`config.mk`:
```
export PLATFORM = sky130hd
export DESIGN_NAME = can_message_serializer
export DESIGN_NICKNAME = d
export VERILOG_FILES = /design/src/cms_pkg.sv /design/src/cms_crc8.sv /design/src/can_message_serializer.sv
export SDC_FILE = /design/constraint.sdc
export NUM_CORES = 1
export LEC_CHECK = 0
export ABC_AREA = 1
export BUFFER_PORTS_ARGS = -buffer_cell sky130_fd_sc_hd__buf_2
export CAP_MARGIN = 10
export CELL_PAD_IN_SITES_DETAIL_PLACEMENT = 1
export CELL_PAD_IN_SITES_GLOBAL_PLACEMENT = 1
export CORE_MARGIN = 5
export CORE_UTILIZATION = 43
export DETAILED_ROUTE_END_ITERATION = 8
export PLACE_DENSITY = 0.82
export SYNTH_ARGS = -nofsm -noshare
export SYNTH_HDL_FRONTEND = slang
export SYNTH_SLANG_ARGS = --single-unit
```
`constraint.sdc`:
```
create_clock -name i_clk -period 7.3 [get_ports i_clk]
set_clock_uncertainty 0.2 [all_clocks]
set_input_delay 1.46 -clock i_clk [delete_from_list [all_inputs] [get_ports i_clk]]
set_output_delay 1.46 -clock i_clk [all_outputs]
set_load 0.05 [all_outputs]
```
`src/cms_pkg.sv`:
```
`timescale 1ns / 1ps
// ----------------------------------------------------------------------------
// CAN message serializer package
// Shared types, constants and the ASCII hex digit table.
// ----------------------------------------------------------------------------
package cms_pkg;

    localparam logic [7:0] SYNC_BYTE_0  = 8'hBE;
    localparam logic [7:0] SYNC_BYTE_1  = 8'hEF;
    localparam logic [7:0] CRC_POLY     = 8'h1D;
    localparam logic [7:0] CRC_INIT     = 8'hFF;
    localparam logic [7:0] ASCII_SPACE  = 8'h20;
    localparam logic [7:0] ASCII_NL     = 8'h0A;
    localparam int unsigned DATA_BYTES  = 8;

    // Configuration register byte addresses.
    localparam logic [3:0] ADDR_TEXT_FORMAT = 4'h0;
    localparam logic [3:0] ADDR_VALID_ONLY  = 4'h4;
    localparam logic [3:0] ADDR_CRC_ENABLE  = 4'h8;

    // Control from the sequencer to the shared CRC unit.
    typedef struct packed {
        logic init;
        logic feed;
    } t_crc_ctl;

    // Uppercase ASCII hex digit for one nibble.
    function automatic logic [7:0] hex_char(input logic [3:0] nib);
        logic [7:0] c;
        unique case (nib)
            4'h0: c = 8'h30;
            4'h1: c = 8'h31;
            4'h2: c = 8'h32;
            4'h3: c = 8'h33;
            4'h4: c = 8'h34;
            4'h5: c = 8'h35;
            4'h6: c = 8'h36;
            4'h7: c = 8'h37;
            4'h8: c = 8'h38;
            4'h9: c = 8'h39;
            4'hA: c = 8'h41;
            4'hB: c = 8'h42;
            4'hC: c = 8'h43;
            4'hD: c = 8'h44;
            4'hE: c = 8'h45;
            default: c = 8'h46;
        endcase
        return c;
    endfunction

endpackage

```
`src/cms_crc8.sv`:
```
`timescale 1ns / 1ps
// ----------------------------------------------------------------------------
// CRC-8 accumulator
// Running CRC-8 (polynomial 0x1D) updated by one byte per cycle while fed.
// ----------------------------------------------------------------------------
module cms_crc8
    import cms_pkg::*;
(
    input  logic       i_clk,
    input  logic       i_rst_n,
    input  t_crc_ctl   i_ctl,
    input  logic [7:0] i_byte,
    output logic [7:0] o_crc
);

    logic [7:0] r_crc;
    logic [7:0] n_crc;

    // Eight shift-and-reduce steps of the MSB-first CRC.
    always_comb begin
        logic [7:0] c;
        c = r_crc ^ i_byte;
        for (int k = 0; k < 8; k++) begin
            c = c[7] ? ({c[6:0], 1'b0} ^ CRC_POLY) : {c[6:0], 1'b0};
        end
        n_crc = c;
    end

    always_ff @(posedge i_clk) begin
        if (!i_rst_n) begin
            r_crc <= CRC_INIT;
        end else if (i_ctl.init) begin
            r_crc <= CRC_INIT;
        end else if (i_ctl.feed) begin
            r_crc <= n_crc;
        end
    end

    assign o_crc = r_crc;

endmodule

```
`src/can_message_serializer.sv`:
```
`timescale 1ns / 1ps
// ----------------------------------------------------------------------------
// CAN message serializer
// Turns one CAN message into a framed binary or hex text byte stream.
// ----------------------------------------------------------------------------
// Usage:
// A message transaction on the s_axis side carries the id, index byte,
// frame length and eight payload bytes; tuser holds the index-used flag.
// The block answers with a burst of bytes on the m_axis side, tlast set on
// the final one. Binary mode sends 0xBE 0xEF, the id low and high bytes, the
// index byte and D data bytes, plus a CRC byte when enabled (5+D or 6+D
// bytes). Text mode sends 7+2D characters, three more with the CRC, and a
// newline (up to 27). D is 8, or the valid byte count when valid_only is set.
// One byte is produced per cycle, unless the output register is full and
// m_axis_tready is low, by a sequencer that walks the fields and drives a
// single shared CRC-8 unit; s_axis_tready is low while a message is sent.
// The first byte reaches the m_axis side through the sequencer phase
// register and then the output register.
// The output register lets the next message be accepted while the last byte
// still waits; when it is full and m_axis_tready is low the sequencer holds.
// Reset empties the output register, idles the sequencer and clears the
// three configuration registers, which the APB port writes and reads back.
// ----------------------------------------------------------------------------
module can_message_serializer
    import cms_pkg::*;
(
    input  logic        i_clk,
    input  logic        i_rst_n,
    // Message input
    input  logic        s_axis_tvalid,
    output logic        s_axis_tready,
    // can_id[10:0], frame_length[14:11], index_byte[22:15], payload[86:23]
    input  logic [87:0] s_axis_tdata,
    // index_used[0]
    input  logic        s_axis_tuser,
    // Byte output
    output logic        m_axis_tvalid,
    input  logic        m_axis_tready,
    // out_byte[7:0]
    output logic [7:0]  m_axis_tdata,
    output logic        m_axis_tlast,
    // Configuration
    input  logic        psel,
    input  logic        penable,
    input  logic        pwrite,
    input  logic [3:0]  paddr,
    input  logic [31:0] pwdata,
    output logic [31:0] prdata,
    output logic        pready
);

    typedef enum logic [4:0] {
        PH_IDLE,
        PH_SYNC0, PH_SYNC1, PH_ID_LO, PH_ID_HI, PH_IDX, PH_BDATA, PH_BCRC,
        PH_TID2, PH_TID1, PH_TID0, PH_TSP1, PH_TIDXH, PH_TIDXL, PH_TSP2,
        PH_TDATAH, PH_TDATAL, PH_TCRCSP, PH_TCRCH, PH_TCRCL, PH_TNL
    } t_phase;

    // Configuration registers.
    logic r_text_format;
    logic r_valid_only;
    logic r_crc_enable;

    // Held message and sequencer state.
    t_phase      r_phase;
    logic [10:0] r_id;
    logic [7:0]  r_idx;
    logic [63:0] r_data;
    logic [3:0]  r_dleft;

    // Output register.
    logic       r_mvalid;
    logic [7:0] r_mbyte;
    logic       r_mlast;

    t_phase      n_phase;
    logic [63:0] n_data;
    logic [3:0]  n_dleft;
    logic [7:0]  n_byte;
    logic        n_feed;

    logic       accept;
    logic       step;
    logic       cfg_wr;
    logic       used;
    logic [3:0] flen;
    logic [3:0] plen_raw;
    logic [3:0] plen;
    logic [7:0] crc_val;
    logic [7:0] crc_fin;
    t_phase     tail_bin;
    t_phase     tail_txt;
    t_crc_ctl   crc_ctl;

    assign s_axis_tready = (r_phase == PH_IDLE);
    assign accept        = s_axis_tvalid && s_axis_tready;
    assign step          = (r_phase != PH_IDLE) && (!r_mvalid || m_axis_tready);

    // Data byte count: frame length minus the index byte, floored at zero
    // and capped at eight.
    assign used     = s_axis_tuser;
    assign flen     = s_axis_tdata[14:11];
    assign plen_raw = (used && flen == 4'd0) ? 4'd0 : (flen - {3'b000, used});
    assign plen     = (plen_raw > 4'(DATA_BYTES)) ? 4'(DATA_BYTES) : plen_raw;

    assign crc_fin  = ~crc_val;
    assign tail_bin = r_crc_enable ? PH_BCRC : PH_IDLE;
    assign tail_txt = r_crc_enable ? PH_TCRCSP : PH_TNL;

    // Byte selection and next phase. Data bytes leave from the bottom of
    // r_data, which shifts down one byte per data byte sent.
    always_comb begin
        n_phase = r_phase;
        n_data  = r_data;
        n_dleft = r_dleft;
        n_byte  = 8'h00;
        n_feed  = 1'b0;
        unique case (r_phase)
            PH_IDLE: begin
                n_phase = PH_IDLE;
            end
            PH_SYNC0: begin
                n_byte  = SYNC_BYTE_0;
                n_phase = PH_SYNC1;
            end
            PH_SYNC1: begin
                n_byte  = SYNC_BYTE_1;
                n_phase = PH_ID_LO;
            end
            PH_ID_LO: begin
                n_byte  = r_id[7:0];
                n_feed  = 1'b1;
                n_phase = PH_ID_HI;
            end
            PH_ID_HI: begin
                n_byte  = {5'b00000, r_id[10:8]};
                n_feed  = 1'b1;
                n_phase = PH_IDX;
            end
            PH_IDX: begin
                n_byte  = r_idx;
                n_feed  = 1'b1;
                n_phase = (r_dleft != 4'd0) ? PH_BDATA : tail_bin;
            end
            PH_BDATA: begin
                n_byte  = r_data[7:0];
                n_feed  = 1'b1;
                n_data  = {8'h00, r_data[63:8]};
                n_dleft = r_dleft - 4'd1;
                n_phase = (r_dleft > 4'd1) ? PH_BDATA : tail_bin;
            end
            PH_BCRC: begin
                n_byte  = crc_fin;
                n_phase = PH_IDLE;
            end
            PH_TID2: begin
                n_byte  = hex_char({1'b0, r_id[10:8]});
                n_feed  = 1'b1;
                n_phase = PH_TID1;
            end
            PH_TID1: begin
                n_byte  = hex_char(r_id[7:4]);
                n_feed  = 1'b1;
                n_phase = PH_TID0;
            end
            PH_TID0: begin
                n_byte  = hex_char(r_id[3:0]);
                n_feed  = 1'b1;
                n_phase = PH_TSP1;
            end
            PH_TSP1: begin
                n_byte  = ASCII_SPACE;
                n_feed  = 1'b1;
                n_phase = PH_TIDXH;
            end
            PH_TIDXH: begin
                n_byte  = hex_char(r_idx[7:4]);
                n_feed  = 1'b1;
                n_phase = PH_TIDXL;
            end
            PH_TIDXL: begin
                n_byte  = hex_char(r_idx[3:0]);
                n_feed  = 1'b1;
                n_phase = PH_TSP2;
            end
            PH_TSP2: begin
                n_byte  = ASCII_SPACE;
                n_feed  = 1'b1;
                n_phase = (r_dleft != 4'd0) ? PH_TDATAH : tail_txt;
            end
            PH_TDATAH: begin
                n_byte  = hex_char(r_data[7:4]);
                n_feed  = 1'b1;
                n_phase = PH_TDATAL;
            end
            PH_TDATAL: begin
                n_byte  = hex_char(r_data[3:0]);
                n_feed  = 1'b1;
                n_data  = {8'h00, r_data[63:8]};
                n_dleft = r_dleft - 4'd1;
                n_phase = (r_dleft > 4'd1) ? PH_TDATAH : tail_txt;
            end
            PH_TCRCSP: begin
                n_byte  = ASCII_SPACE;
                n_phase = PH_TCRCH;
            end
            PH_TCRCH: begin
                n_byte  = hex_char(crc_fin[7:4]);
                n_phase = PH_TCRCL;
            end
            PH_TCRCL: begin
                n_byte  = hex_char(crc_fin[3:0]);
                n_phase = PH_TNL;
            end
            PH_TNL: begin
                n_byte  = ASCII_NL;
                n_phase = PH_IDLE;
            end
            default: begin
                n_phase = PH_IDLE;
            end
        endcase
    end

    // The CRC restarts with each accepted message and takes each covered
    // byte in the cycle it moves into the output register.
    assign crc_ctl.init = accept;
    assign crc_ctl.feed = step && n_feed;

    cms_crc8 u_crc (
        .i_clk   (i_clk),
        .i_rst_n (i_rst_n),
        .i_ctl   (crc_ctl),
        .i_byte  (n_byte),
        .o_crc   (crc_val)
    );

    assign cfg_wr = psel && penable && pwrite && pready;

    always_ff @(posedge i_clk) begin
        if (!i_rst_n) begin
            r_phase       <= PH_IDLE;
            r_mvalid      <= 1'b0;
            r_text_format <= 1'b0;
            r_valid_only  <= 1'b0;
            r_crc_enable  <= 1'b0;
        end else begin
            if (cfg_wr) begin
                unique case (paddr)
                    ADDR_TEXT_FORMAT: r_text_format <= pwdata[0];
                    ADDR_VALID_ONLY:  r_valid_only  <= pwdata[0];
                    ADDR_CRC_ENABLE:  r_crc_enable  <= pwdata[0];
                    default: ;
                endcase
            end
            if (accept) begin
                r_id    <= s_axis_tdata[10:0];
                r_idx   <= used ? s_axis_tdata[22:15] : 8'h00;
                r_data  <= s_axis_tdata[86:23];
                r_dleft <= r_valid_only ? plen : 4'(DATA_BYTES);
                r_phase <= r_text_format ? PH_TID2 : PH_SYNC0;
            end else if (step) begin
                r_phase <= n_phase;
                r_data  <= n_data;
                r_dleft <= n_dleft;
            end
            if (step) begin
                r_mvalid <= 1'b1;
                r_mbyte  <= n_byte;
                r_mlast  <= (n_phase == PH_IDLE);
            end else if (m_axis_tready) begin
                r_mvalid <= 1'b0;
            end
        end
    end

    assign m_axis_tvalid = r_mvalid;
    assign m_axis_tdata  = r_mbyte;
    assign m_axis_tlast  = r_mlast;

    assign pready = 1'b1;

    always_comb begin
        unique case (paddr)
            ADDR_TEXT_FORMAT: prdata = {31'd0, r_text_format};
            ADDR_VALID_ONLY:  prdata = {31'd0, r_valid_only};
            ADDR_CRC_ENABLE:  prdata = {31'd0, r_crc_enable};
            default:          prdata = 32'd0;
        endcase
    end

`ifndef SYNTHESIS
    // A message occupies the sequencer for at least one byte.
    a_busy_after_accept: assert property (@(posedge i_clk) disable iff (!i_rst_n)
        accept |=> !s_axis_tready)
        else $error("sequencer ready right after accepting a message");

    // The data byte counter never exceeds the payload size.
    a_dleft_range: assert property (@(posedge i_clk) disable iff (!i_rst_n)
        (r_phase != PH_IDLE) |-> (r_dleft <= 4'(DATA_BYTES)))
        else $error("data byte counter out of range");

    // Data phases are entered only with bytes left to send.
    a_data_left: assert property (@(posedge i_clk) disable iff (!i_rst_n)
        (r_phase == PH_BDATA || r_phase == PH_TDATAH || r_phase == PH_TDATAL)
            |-> (r_dleft != 4'd0))
        else $error("data phase with no data bytes left");

    // A CRC byte is only produced when the CRC is enabled.
    a_crc_phase: assert property (@(posedge i_clk) disable iff (!i_rst_n)
        (r_phase == PH_BCRC || r_phase == PH_TCRCSP) |-> r_crc_enable)
        else $error("CRC phase while CRC disabled");
`endif

endmodule

```
# [After elaboration in Yosys (flattened, before gate mapping)]
# Memories as Yosys holds them, arrays and structs flattened. A register that Yosys moved wholly into a read port is not among the register bits.
# Index checks and enable logic that the tools add are counted.
[word_totals] ff_bits=113 rom_bits=920 in_bits=132 out_inout_bits=44 word_cells=126 memories=9
[classes] addsub=2 magnitude_cmp=2 eq_ne=22 muxes=41 bitwise=11 n_reduce_logical=27
[mem_list] memory="(name not given)" depth=16 word_bits=7 rd=1 rd_clocked_by_memory_dff=1 wr=0 line_no="cms_pkg.sv:30" rtl="unique case (nib)"
[mem_list] memory="(name not given)" depth=16 word_bits=7 rd=1 rd_clocked_by_memory_dff=1 wr=0 line_no="cms_pkg.sv:30"
[mem_list] memory="(name not given)" depth=16 word_bits=7 rd=1 rd_clocked_by_memory_dff=1 wr=0 line_no="cms_pkg.sv:30"
[mem_list] memory="(name not given)" depth=16 word_bits=7 rd=1 rd_clocked_by_memory_dff=1 wr=0 line_no="cms_pkg.sv:30"
[mem_list] memory="(name not given)" depth=16 word_bits=7 rd=1 rd_clocked_by_memory_dff=1 wr=0 line_no="cms_pkg.sv:30"
[mem_list] memory="(name not given)" depth=16 word_bits=7 rd=1 rd_clocked_by_memory_dff=1 wr=0 line_no="cms_pkg.sv:30"
[mem_list] memory="+3 memories"
[op_table] cell="2-to-1 mux 64 bit" count=3
[op_table] cell="one-hot mux 8 bit (18 select lines)" count=1
[op_table] cell="one-hot mux 5 bit (18 select lines)" count=1
[op_table] cell="2-to-1 mux 4 bit" count=15
[op_table] cell="2-to-1 mux 5 bit" count=12
[op_table] cell="equality test 5 x 4 -> 1 bit, second input constant" count=8
[op_table] cell="inverter 4 bit" count=8
[op_table] cell="equality test 5 bit, second input constant" count=5
[op_table] cell="equality test 5 x 3 -> 1 bit, second input constant" count=4
[op_table] cell="2-to-1 mux 3 bit" count=5
[op_table] cell="OR reduction 13 bit" count=1
[op_table] cell="equality test 5 x 2 -> 1 bit, second input constant" count=2
[op_table] cell="logical NOT 5 bit" count=2
[op_table] cell="AND reduction 2 bit" count=5
[op_table] cell="logical NOT 4 bit" count=2
[op_table] cell="inverter 8 bit" count=1
[op_table] cell="bitwise XOR 8 bit" count=1
[op_table] cell="logical AND 1 bit" count=6
[op_table] cell="nonzero test 2 bit" count=3
[op_table] cell="equality test 5 x 1 -> 1 bit, second input constant" count=1
[op_table] cell="nonzero test 5 bit" count=1
[op_table] cell="equality test 4 x 3 -> 1 bit, second input constant" count=1
[op_table] cell="equality test 4 bit, second input constant" count=1
[op_table] cell="greater-than comparator 4 x 1 -> 1 bit, second input constant" count=1
[op_table] cell="other kinds (12)" count=15

# [Longest topological paths before layout]
# Gate-level depths: netlist of the first run.
[logic_depth] depth_word=20 depth_mapped=20

# [Hierarchy]
# Synthesis of the first run repeated with hierarchy kept, for this count alone.
[hier_totals] hier_cells=1079 area_unflattened_um2=8530.7
[modules_own_cells] mod="can_message_serializer" n_inst=1 cells_per_inst=943 area_per_inst_um2=7793.7
[modules_own_cells] mod="cms_crc8" n_inst=1 cells_per_inst=136 area_per_inst_um2=737.0

# [Worst setup path before layout of the first run]
# No wires, ideal clock.
[synth_timing] path_kind="input to output" from="input port paddr[1]" to="output port prdata[0]" arrival_time_ns=2.586 required_time_ns=5.640 slack_ns=3.054 cell_stages=3 path_cell_list="nor2_1 nand3_1 o221ai_1"
[synth_via] elab_chain_cells=2 elab_cells_between_ends=4 cone_classes="eq/ne (2); mux (1); reduce/logical (1)"
[synth_rtl] item="start: declaration" line_no="can_message_serializer.sv:46" rtl="input logic [3:0] paddr,"
[synth_rtl] item="equality test 4 bit, or another cell as far along" line_no="can_message_serializer.sv:284" rtl="unique case (paddr)"
[synth_rtl] item="one-hot mux 1 bit (3 select lines) *" line_no="can_message_serializer.sv:284"
[synth_rtl] item="end: declaration" line_no="can_message_serializer.sv:48" rtl="output logic [31:0] prdata,"
# Mark *: on every way between the ends. The rest lies on a longest branch, timed or not.

==> summary.md, run 1 <==
| Metric | Value |
|---|---|
| Area Growth Syn to Fin | 15.5% |
| VDD IR max | about 0.16 mV |
| Initial antenna violation count | 2 |
| Post-layout power | approximately 3800 uW |
| Clock Path Buffers | 2 |
| Yosys top cell by area | edfxtp_1 |
| Clock power frac | between 20 and 25% |
| Die ar. | between 20000 and 25000 sq um |
| Placed cell area | roughly 9100 sq um |
| Mapped cell area | about 8400 sq um |
| I/O Buffers | ~110 |
| Slew @ Worst Pin | 0.948 ns |
| Antenna diodes | 0 |
| YS warnings | 0 |
| Largest net degree at the start of global routing | 73 |
| Layout fillers | about 2.5k |
| Post-CTS setup buffers | 0 |
| P_int | ~2200 uW |
| DR pass1 iterations | 5 |
| DIE WIDTH | 150 um |
| RSZ-0062 raised after global routing | false |
| Fin area | between 9000 and 10000 sq um |
| Critical path type | reg -> reg |
| Clock Sinks | 152 |
| DRC violation count after routing | 0 |
| Vias in the first global route | just under 8k |
| Crit. End Element | register |
| Layout cells sized above 1 | 17.5% |
| Die Y | 150 um |
| Combinational fraction of design power | 39.6% |
| Largest cells by area after synthesis | edfxtp_1 34%, nand2_1 17%, dfxtp_1 13%, nand3_1 4.8%, inv_1 4.1% |
| WL final | about 25000 um |
| Sw power | between 1500 and 2000 uW |
| GR Util All Layers | 23.3% |
| Synth Flop Type | edfxtp_1 |
| DR iter-0 viols | slightly below 400 |
| Total global routing overflow | 0 |
| Post-Place Cells | roughly 1.4k |
| CTS tree | built |
| Critical Path RT | between 7 and 8 ns |
| Tcrit/Tclk final | between 50% and 60% |
| Post-route setup TNS | 0 ns |
| Detail Route Antenna Nets | 0 |
| Routability cong. | about 0.92 |
| Placeable Area | a little under 20000 sq um |
| Final Hold Vio Count | 0 |
| Post-synthesis sequential area ratio | 47.5% |
| Synth unique cells | 48 |
| I/O pin count | between 150 and 200 |
| First-pass GRT wire length | approximately 40000 um |
| Clock buffer count from CTS | 17 |
| Syn avg cell area | between 7 and 8 sq um |
| Clock root cell | clkbuf_16 |
| Hold buffers post-CTS | 0 |
| HPWL Detailed | approximately 19000 um |
| Routed vias/inst | a little over 5 |
| DR vias | approximately 7.5k |
| Clk slew on worst S/H paths | ~0.070 ns |
| Fin. max-slew vios | 0 |
| Slowest stage cell, crit path | nor2_1 |
| HP Class | reg -> reg |
| Rel. slew slack | a little under two fifths |
| # rows | 51 |
| Status | finished clean |
| Flop and latch count out of synthesis | 152 |
| Cell Chain, Critical Path | nor2_1, nand2_1, nor2_2, inv_2, nand2_1, a21oi_4, inv_2, or2_0, o21ai_1, ha_1, nor2_1, a211oi_1, a21oi_1 |
| Crit path DAT | about 4.3 ns |
| Max-cap viol count | 0 |
| Final setup fails | 0 |
| PwrDens | just under 400 nW/um^2 |
| Latest clock arrival within the worst-skew pair | 0.45 ns |
| Syn Inst Count | 1088 |
| Switching Fraction | about 42% |
| H-tree depth | 4 |
| Final min period | 4.20 ns |
| CP peak stage delay | around 0.72 ns |
| Seq pwr share | 35.8% |
| Lkg Pwr | between 0.004 and 0.005 uW |
| Starting density of the core | roughly 43% |
| Net count, final | roughly 1.4k |
| F_max | ~240 MHz |
| # resized after CTS | 0 |
| Worst Path Max Fanout | between 40 and 50 |
| Ys async rst share | 0% |
| Fin cells | approximately 1.5k |
| Post-synth top area share | between 30 and 40% |
| Post-synth EDFFs | between 90 and 100 |
| CP Launch Type | register |
| Avg WL per Cell | 17.0 um |
==> routing by layer <==
metal | track usage [%] | routed length, um | vias to the layer above
met2 | 39.6 | 12200 | 175
met5 | 0 | 21 | -
met3 | 6.45 | 1380 | 51
met4 | 9.19 | 712 | 4
met1 | 28.0 | 10800 | 3601
li1 | - | - | 3701
==> stage by stage <==
stage	utilization, %	hold slack [ns]	setup slack (ns)
floorplan	-	0.237	3.05
global placement	47.0	0.254	2.92
detailed placement	47.0	0.280	2.81
CTS	50.1	0.306	3.09
global route	50.1	0.326	2.72
finish	50.1	0.302	3.10
==> cells by family after synthesis <==
| group | after synthesis | share of synthesized area [%] |
|---|---|---|
| compound gates | 113 | 7.92 |
| xor+xnor | 5 | 0.520 |
| fa+ha+maj | 21 | 3.12 |
| other cells | 2 | 0.0892 |
| simple gates | 628 | 31.7 |
| flops | 152 | 47.5 |
| buf+inv | 167 | 9.11 |
==> placed cells by master (no fill, tap or decap), types with 2 or more instances in the layout <==
cell	count
nor2_4	5
o31ai_1	2
or2_2	12
buf_4	6
nor2_2	8
conb_1	32
clkinv_1	3
nor3_1	10
clkinv_8	2
clkbuf_16	17
o21ai_0	33
inv_1	91
a211oi_1	4
clkinv_4	3
ha_1	21
edfxtp_1	96
o21ai_2	7
o22ai_1	4
nor4_1	2
inv_2	16
o21ai_1	16
xor2_1	3
nand4_1	16
nand2_2	8
nor2_1	88
or2_1	2
nand3_1	80
nor3_2	2
buf_2	111
o211ai_1	3
nand3_2	3
inv_8	2
nand2_1	389
bufinv_16	2
inv_6	4
a21oi_1	33
dfxtp_1	56
o32ai_1	2
xnor2_1	2
==> cell usage after synthesis (3+ instances only) <==
master	n
nor2_1	88
nor3_1	10
o21ai_1	16
xor2_1	3
buf_2	7
o21ai_0	33
a21oi_1	33
nor2_4	5
nand2_2	8
buf_1	5
dfxtp_1	56
nand4_1	16
or2_2	12
inv_2	16
o211ai_1	3
nand3_2	3
a211oi_1	4
nand2_1	389
buf_4	33
ha_1	21
inv_1	92
edfxtp_1	96
nand3_1	80
o22ai_1	4
nor2_2	8
clkbuf_1	11
o21ai_2	7
==> power groups by stage <==
stage	Combinational, uW	Clock, uW	Sequential (uW)
after floorplan	1050	0	1410
after global placement	1430	0	1360
after detailed placement	1490	0	1370
after CTS	1510	949	1350
after global routing	1700	984	1380
final	1500	933	1350
==> worst max-delay path: cells and delay by family, from the launching register on <==
family                   cells  cell delay (ns)
AND/OR/NAND/NOR              6             1.79
buffers and inverters        2             0.80
AO/OA/AOI/OAI                4             0.54
adder cells (fa/ha/maj)      1             0.33
flip-flops                   1             0.37
==> final cells by class <==
type | count | area (sq um) | share of cell area [%]
Clock buffer | 17 | 425 | 4.37
Clock inverter | 15 | 189 | 1.94
Inverter | 110 | 413 | 4.24
Multi-Input combinational cell | 799 | 3760 | 38.7
Sequential cell | 152 | 4000 | 41.2
Tap cell | 265 | 332 | 3.41
Timing Repair Buffer | 117 | 601 | 6.17
==> path summary, 6_finish.rpt <==
| check | from | endpoint | slack [ns] | depth (start not counted) |
|---|---|---|---|---|
| setup / recovery | r_phase[2] | register | 3.10 | 13 |
| hold / removal | r_id[9] | register | 0.30 | 2 |
| setup reg to reg | r_phase[2] | register | 3.10 | 13 |
| hold reg to reg | r_id[9] | register | 0.30 | 2 |
Note: power is estimated with default switching activity, not from simulation.
==> inputs of run 2 (changes only) <==
--- a/config.mk
+++ b/config.mk
@@ -11,9 +11,9 @@
 export CELL_PAD_IN_SITES_DETAIL_PLACEMENT = 1
 export CELL_PAD_IN_SITES_GLOBAL_PLACEMENT = 1
 export CORE_MARGIN = 5
-export CORE_UTILIZATION = 43
+export CORE_UTILIZATION = 40
 export DETAILED_ROUTE_END_ITERATION = 8
-export PLACE_DENSITY = 0.82
+export PLACE_DENSITY = 0.77
 export SYNTH_ARGS = -nofsm -noshare
 export SYNTH_HDL_FRONTEND = slang
 export SYNTH_SLANG_ARGS = --single-unit
==> constraint.sdc (replaced) <==
create_clock -name i_clk -period 4 [get_ports i_clk]
set_clock_uncertainty 0.2 [all_clocks]
set_input_delay 0.8 -clock i_clk [delete_from_list [all_inputs] [get_ports i_clk]]
set_output_delay 0.8 -clock i_clk [all_outputs]
set_load 0.05 [all_outputs]
==> run 2 against run 1 <==
Design area is 0.45% higher; sequential share of layout area is 0.18 points lower; cell count is 0.81% higher; via count is 2.0% lower; sequential power is 83% higher; combinational power is 80% higher; non-clock buffer count is 1 higher; clock power is 84% higher; global-route usage is 2.3 points lower; critical path depth is 2 lower; largest cell class unchanged; routed wire length is 2.4% lower; first-iteration DRC count is 36% higher.
==> summary.md, run 2 (synthesis gave the netlist of run 1 again) <==
| Metric | Value |
|---|---|
| Max-cap viol count | 0 (unchanged) |
| Seq pwr share | 35.9% (about the same) |
| Avg WL per Cell | 16.5 um (-3.2%) |
| F_max | 282 MHz (+18%) |
| Crit. End Element | register |
| Placeable Area | 20900 sq um (+7.7%) |
| HPWL Detailed | 18900 um (+0.32%) |
| PwrDens | 705 nW/um^2 (+81%) |
| CP Launch Type | register |
| Post-layout power | 6890 uW (+82%) |
| DR pass1 iterations | 5 (unchanged) |
| Switching Fraction | 42.1% (-0.36 points) |
| Area Growth Syn to Fin | 16.0% |
| Sw power | 2900 uW (+80%) |
| Post-route setup TNS | 0 ns (unchanged) |
| Clock buffer count from CTS | 17 (unchanged) |
| Lkg Pwr | 0.00471 uW (+0.27%) |
| Reg2reg start | r_phase[4] |
| Clk slew on worst S/H paths | 0.07 ns (about the same) |
| # rows | 53 (+3.9%) |
| Die Y | 155 um (+3.4%) |
| Detail Route Antenna Nets | 0 (unchanged) |
| Clock Sinks | 152 (unchanged) |
| Routability cong. | 0.970 (+5.8%) |
| Placed cell area | 9150 sq um (+0.36%) |
| DR vias | 7383 (-2.0%) |
| Vias in the first global route | 7773 (-2.3%) |
| Net count, final | 1351 (+0.074%) |
| HP Class | reg -> reg |
| DRC violation count after routing | 0 (unchanged) |
| Final min period | 3.55 ns (-0.650 ns) |
| Fin area | 9770 sq um (+0.45%) |
| I/O Buffers | 111 (unchanged) |
| CTS tree | built |
| HP Start | r_id[9] |
| Most frequent cells in the layout | 389 x nand2_1, 111 x buf_2, 96 x edfxtp_1 |
| Routed vias/inst | 4.97 (-2.8%) |
| Worst Hold Path Cells | 2 (unchanged) |
| Clock root cell | clkbuf_16 |
| H-tree depth | 4 (unchanged) |
| DIE WIDTH | 155 um (+3.4%) |
| R2r setup slk | 0.45 ns (-2.65 ns) |
| Latest clock arrival within the worst-skew pair | 0.43 ns (-0.02 ns) |
| # resized after CTS | 0 (unchanged) |
| Total global routing overflow | 0 (unchanged) |
| WL final | 24500 um (-2.4%) |
| Slew @ Worst Pin | 0.912 ns (-0.0368 ns) |
| Critical path type | reg -> reg |
| GR Util All Layers | 21.0% (-2.3 points) |
| I/O pin count | 176 (unchanged) |
| Final setup fails | 0 (unchanged) |
| Initial antenna violation count | 2 (unchanged) |
| Layout cells sized above 1 | 17.6% (+0.068 points) |
| Hold buffers post-CTS | 0 (unchanged) |
| Post-CTS setup buffers | 0 (unchanged) |
| Clock Path Buffers | 2 (unchanged) |
| First-pass GRT wire length | 40100 um (-1.2%) |
| Reg2Reg Depth | 11 (-2) |
| Starting density of the core | 40.3% (-3.1 points) |
| Die ar. | 24100 sq um (+7.0%) |
| P_int | 3990 uW (+83%) |
| Crit path DAT | 3.65 ns (-0.66 ns) |
| Status | finished clean |
| Rel. slew slack | 39.0% (+2.3 points) |
| Clock power frac | 24.9% (+0.3 points) |
| Critical Path RT | 4.10 ns (-3.31 ns) |
| Largest net degree at the start of global routing | 62 (-15%) |
| Worst Path Max Fanout | 16 (-66%) |
| Fin Hold WS | 0.293 ns (-0.00862 ns) |
| Fin. max-slew vios | 0 (unchanged) |
| Combinational fraction of design power | 39.2% (-0.4 points) |
| Tcrit/Tclk final | 88.7% (+31 points) |
| VDD IR max | 0.315 mV (+99%) |
| Commonest non-fill, non-tap cell in the layout | nand2_1 |
| RSZ-0062 raised after global routing | false |
| Final Hold Vio Count | 0 (unchanged) |
| DR iter-0 viols | 526 (+36%) |
run 2: worst max path at each step:
stage	cells past startpoint	slack, ns	endpoint	from
6_report	11	0.45	register	r_phase[4]
5_1_grt	12	0.18	register	r_phase[4]
4_1_cts	11	0.46	register	r_phase[4]
3_5_place_dp	11	0.61	register	r_phase[4]
3_3_place_gp	12	0.77	register	r_phase[4]
2_1_floorplan	13	0.69	register	m_axis_tready
run 2: per-stage QoR:
stage,utilization [%],std cells,worst slack [ns]
after floorplan,-,1118,0.689
after global placement,43.8,1454,0.772
after detailed placement,43.8,1454,0.607
after CTS,46.8,1486,0.462
after global routing,46.8,1486,0.185
final,46.8,1487,0.451
run 2: layout make-up:
cell class	instances	area, sq um
diodes	1	2.50
clock inverters	15	198
flip-flops and latches	152	4000
fillers	2647	11100
well taps	275	344
clock buffers	17	425
multi-input cells	799	3760
inverters	110	413
repair buffers	118	621
run 2: critical path, stage by stage, from the launching register on:
cell      delay, ns
dfxtp_1        0.68
inv_2          0.23
nand2_2        0.19
nor2_4         0.07
nand2_2        0.23
clkinv_1       0.46
nand2_1        0.17
nand2_1        0.08
o21ai_0        0.39
ha_1           0.32
o21ai_0        0.28
o21ai_1        0.13
run 2: metal layers:
layer  part of all wire (%)  GRT usage, %  vias up  wire length (um)
li1                       -             -     3708                 -
met1                     44          26.3     3479             10800
met2                     49          35.9      156             12000
met3                    5.3          5.29       36              1290
met4                    1.9          5.97        4               473
met5                  0.057             0        -                14
run 2: power by group through the flow:
stage	clock (uW)	sequential (uW)	combinational [uW]
3_5_place_dp	0	2510	2700
2_1_floorplan	0	2570	1910
6_report	1720	2470	2700
3_3_place_gp	0	2490	2610
4_1_cts	1760	2480	2730
5_1_grt	1830	2520	3070
==> inputs of run 3 (changes only) <==
--- a/config.mk
+++ b/config.mk
@@ -11,9 +11,9 @@
 export CELL_PAD_IN_SITES_DETAIL_PLACEMENT = 1
 export CELL_PAD_IN_SITES_GLOBAL_PLACEMENT = 1
 export CORE_MARGIN = 5
-export CORE_UTILIZATION = 40
+export CORE_UTILIZATION = 36
 export DETAILED_ROUTE_END_ITERATION = 8
-export PLACE_DENSITY = 0.77
+export PLACE_DENSITY = 0.87
 export SYNTH_ARGS = -nofsm -noshare
 export SYNTH_HDL_FRONTEND = slang
 export SYNTH_SLANG_ARGS = --single-unit
==> constraint.sdc (replaced) <==
create_clock -name i_clk -period 2.95 [get_ports i_clk]
set_clock_uncertainty 0.2 [all_clocks]
set_input_delay 0.59 -clock i_clk [delete_from_list [all_inputs] [get_ports i_clk]]
set_output_delay 0.59 -clock i_clk [all_outputs]
set_load 0.05 [all_outputs]
==> run 3 against run 2 <==
First-iteration DRC count shrank 34%; clock-buffer cell count did not move; maximum frequency increased by 26%; die area is 10% higher; global-route usage decreased by 1.5 points; combinational power is 45% higher.
==> summary.md, run 3 (synthesis gave the netlist of run 1 again) <==
| Metric | Value |
|---|---|
| Status | finished clean |
| First-pass GRT wire length | 40900 um (+1.9%) |
| CP Buf/Inv Count | 4 (+2) |
| Initial antenna violation count | 4 (+2) |
| DRC violation count after routing | 0 (unchanged) |
| Slowest stage cell, crit path | dfxtp_1 |
| Detail Route Antenna Nets | 0 (unchanged) |
| Final Hold Vio Count | 0 (unchanged) |
| Lkg Pwr | 0.00485 uW (+3.1%) |
| Max-cap viol count | 0 (unchanged) |
| Rel. slew slack | 65.5% (+27 points) |
| Fin area | 10100 sq um (+3.7%) |
| DR vias | 7679 (+4.0%) |
| PwrDens | 945 nW/um^2 (+34%) |
| RSZ-0062 raised after global routing | true |
| I/O Buffers | 111 (unchanged) |
| WL final | 25800 um (+5.2%) |
| P_int | 5420 uW (+36%) |
| Clock buffer count from CTS | 17 (unchanged) |
| Fin. max-slew vios | 0 (unchanged) |
| Routed vias/inst | 4.94 (-0.60%) |
| Worst Path Max Fanout | 7 (-9) |
| H-tree depth | 4 (unchanged) |
| Worst Hold Path Cells | 1 (-1) |
| Avg WL per Cell | 16.6 um (+0.53%) |
| # rows | 56 (+5.7%) |
| Die Y | 163 um (+5.1%) |
| Commonest non-fill, non-tap cell in the layout | nand2_1 |
| Crit. End Element | register |
| Post-layout power | 9570 uW (+39%) |
| Crit path DAT | 2.92 ns (-0.73 ns) |
| Post-route setup TNS | 0 ns (unchanged) |
| VDD IR max | 0.375 mV (+19%) |
| I/O pin count | 176 (unchanged) |
| Vias in the first global route | 8250 (+6.1%) |
| Die ar. | 26600 sq um (+10%) |
| Placed cell area | 9350 sq um (+2.2%) |
| Clock root cell | clkbuf_16 |
| Largest net degree at the start of global routing | 75 (+21%) |
| DR iter-0 viols | 348 (-34%) |
| Final setup fails | 0 (unchanged) |
| Fin Hold WS | 0.147 ns (-0.146 ns) |
| Clk slew on worst S/H paths | 0.08 ns (about the same) |
| Crit path max-delay family | simple AND/OR/NAND/NOR gates |
| HP Class | in -> reg |
| CTS tree | built |
| Layout cells sized above 1 | 20.7% (+3.1 points) |
| Routability cong. | 0.887 (-8.5%) |
| Cell Chain, Critical Path | buf_4, nor2_4, nand2_2, nor2_4, inv_2, nand2_2, nor2_2, a21oi_4, inv_2, or2_2, o21ai_2, inv_1, ha_1, a211oi_1, a21oi_1 |
| Starting density of the core | 36.2% (-4.1 points) |
| CP peak stage delay | 0.38 ns (-0.30 ns) |
| Clock Path Buffers | 2 (unchanged) |
| Critical Path RT | 3.06 ns (-1.04 ns) |
| GR Util All Layers | 19.5% (-1.5 points) |
| DIE WIDTH | 163 um (+5.1%) |
| Levels on crit path | 15 (+4) |
| Switching Fraction | 43.4% (+1.3 points) |
| Latest clock arrival within the worst-skew pair | 0.44 ns (about the same) |
| Combinational fraction of design power | 40.9% (+1.7 points) |
| Net count, final | 1376 (+1.9%) |
| Sw power | 4150 uW (+43%) |
| Clock power frac | 24.0% (-0.9 points) |
| Total global routing overflow | 0 (unchanged) |
| Tcrit/Tclk final | 95.3% (+6.5 points) |
| CP Launch Type | register |
| Critical path type | reg -> reg |
| Seq pwr share | 35.0% (-0.9 points) |
| Post-layout util | 43.6% (-3.2 points) |
| Final min period | 2.81 ns (-0.738 ns) |
| Slew @ Worst Pin | 0.512 ns (-0.400 ns) |
| Layout fillers | 2954 (+12%) |
| Hold buffers post-CTS | 0 (unchanged) |
| Clock Sinks | 152 (unchanged) |
| Placeable Area | 23300 sq um (+11%) |
| Area Growth Syn to Fin | 20.3% |
| F_max | 356 MHz (+26%) |
| Most frequent cells in the layout | 388 x nand2_1, 111 x buf_2, 96 x edfxtp_1 |
| Reg2Reg Depth | 15 (+4) |
| DR pass1 iterations | 4 (-1) |
| HPWL Detailed | 19600 um (+4.2%) |
==> run 3: stage by stage <==
stage	worst slack, ns	std cells
detailed placement	0.0827	1517
CTS	0.0158	1549
global route	-0.0610	1555
finish	0.139	1556
global placement	0.142	1517
floorplan	-0.00589	1118
==> run 3: area by class of cell <==
| class | count | area, sq um | area share, % |
|---|---|---|---|
| repair buffers | 143 | 841 | 8.30 |
| well taps | 319 | 399 | 3.94 |
| diodes | 1 | 2.50 | 0.0247 |
| clock buffers | 17 | 425 | 4.20 |
| flip-flops and latches | 152 | 4010 | 39.6 |
| inverters | 110 | 417 | 4.11 |
| clock inverters | 15 | 211 | 2.09 |
| multi-input cells | 799 | 3830 | 37.8 |
==> run 3: path summary, 6_finish.rpt <==
kind	from	to	slack, ns
worst min register to register	r_valid_only	r_valid_only	0.30
worst max register to register	r_phase[1]	register	0.14
worst min-delay path	s_axis_tdata[8]	r_id[8]	0.15
worst max-delay path	r_phase[1]	register	0.14
==> run 3: power groups by stage <==
stage,combinational [uW],clock [uW],sequential (uW)
after floorplan,2600,0,3490
after global placement,3620,0,3370
after detailed placement,3810,0,3390
after CTS,3870,2350,3350
after global routing,4400,2430,3410
final,3920,2300,3350
==> run 3: routing by layer <==
layer  wire length, um  global-route usage [%]
met4               919                    7.62
met3              1620                    5.32
met5                40                       0
met2             13100                    35.5
met1             10100                    21.5
==> run 3: what timing repair did <==
| item | 4_1_cts | 5_1_grt |
|---|---|---|
| setup endpoints to repair | 0 | 20 |
| resized for setup | 0 | 25 |
| buffers inserted | 0 | 5 |
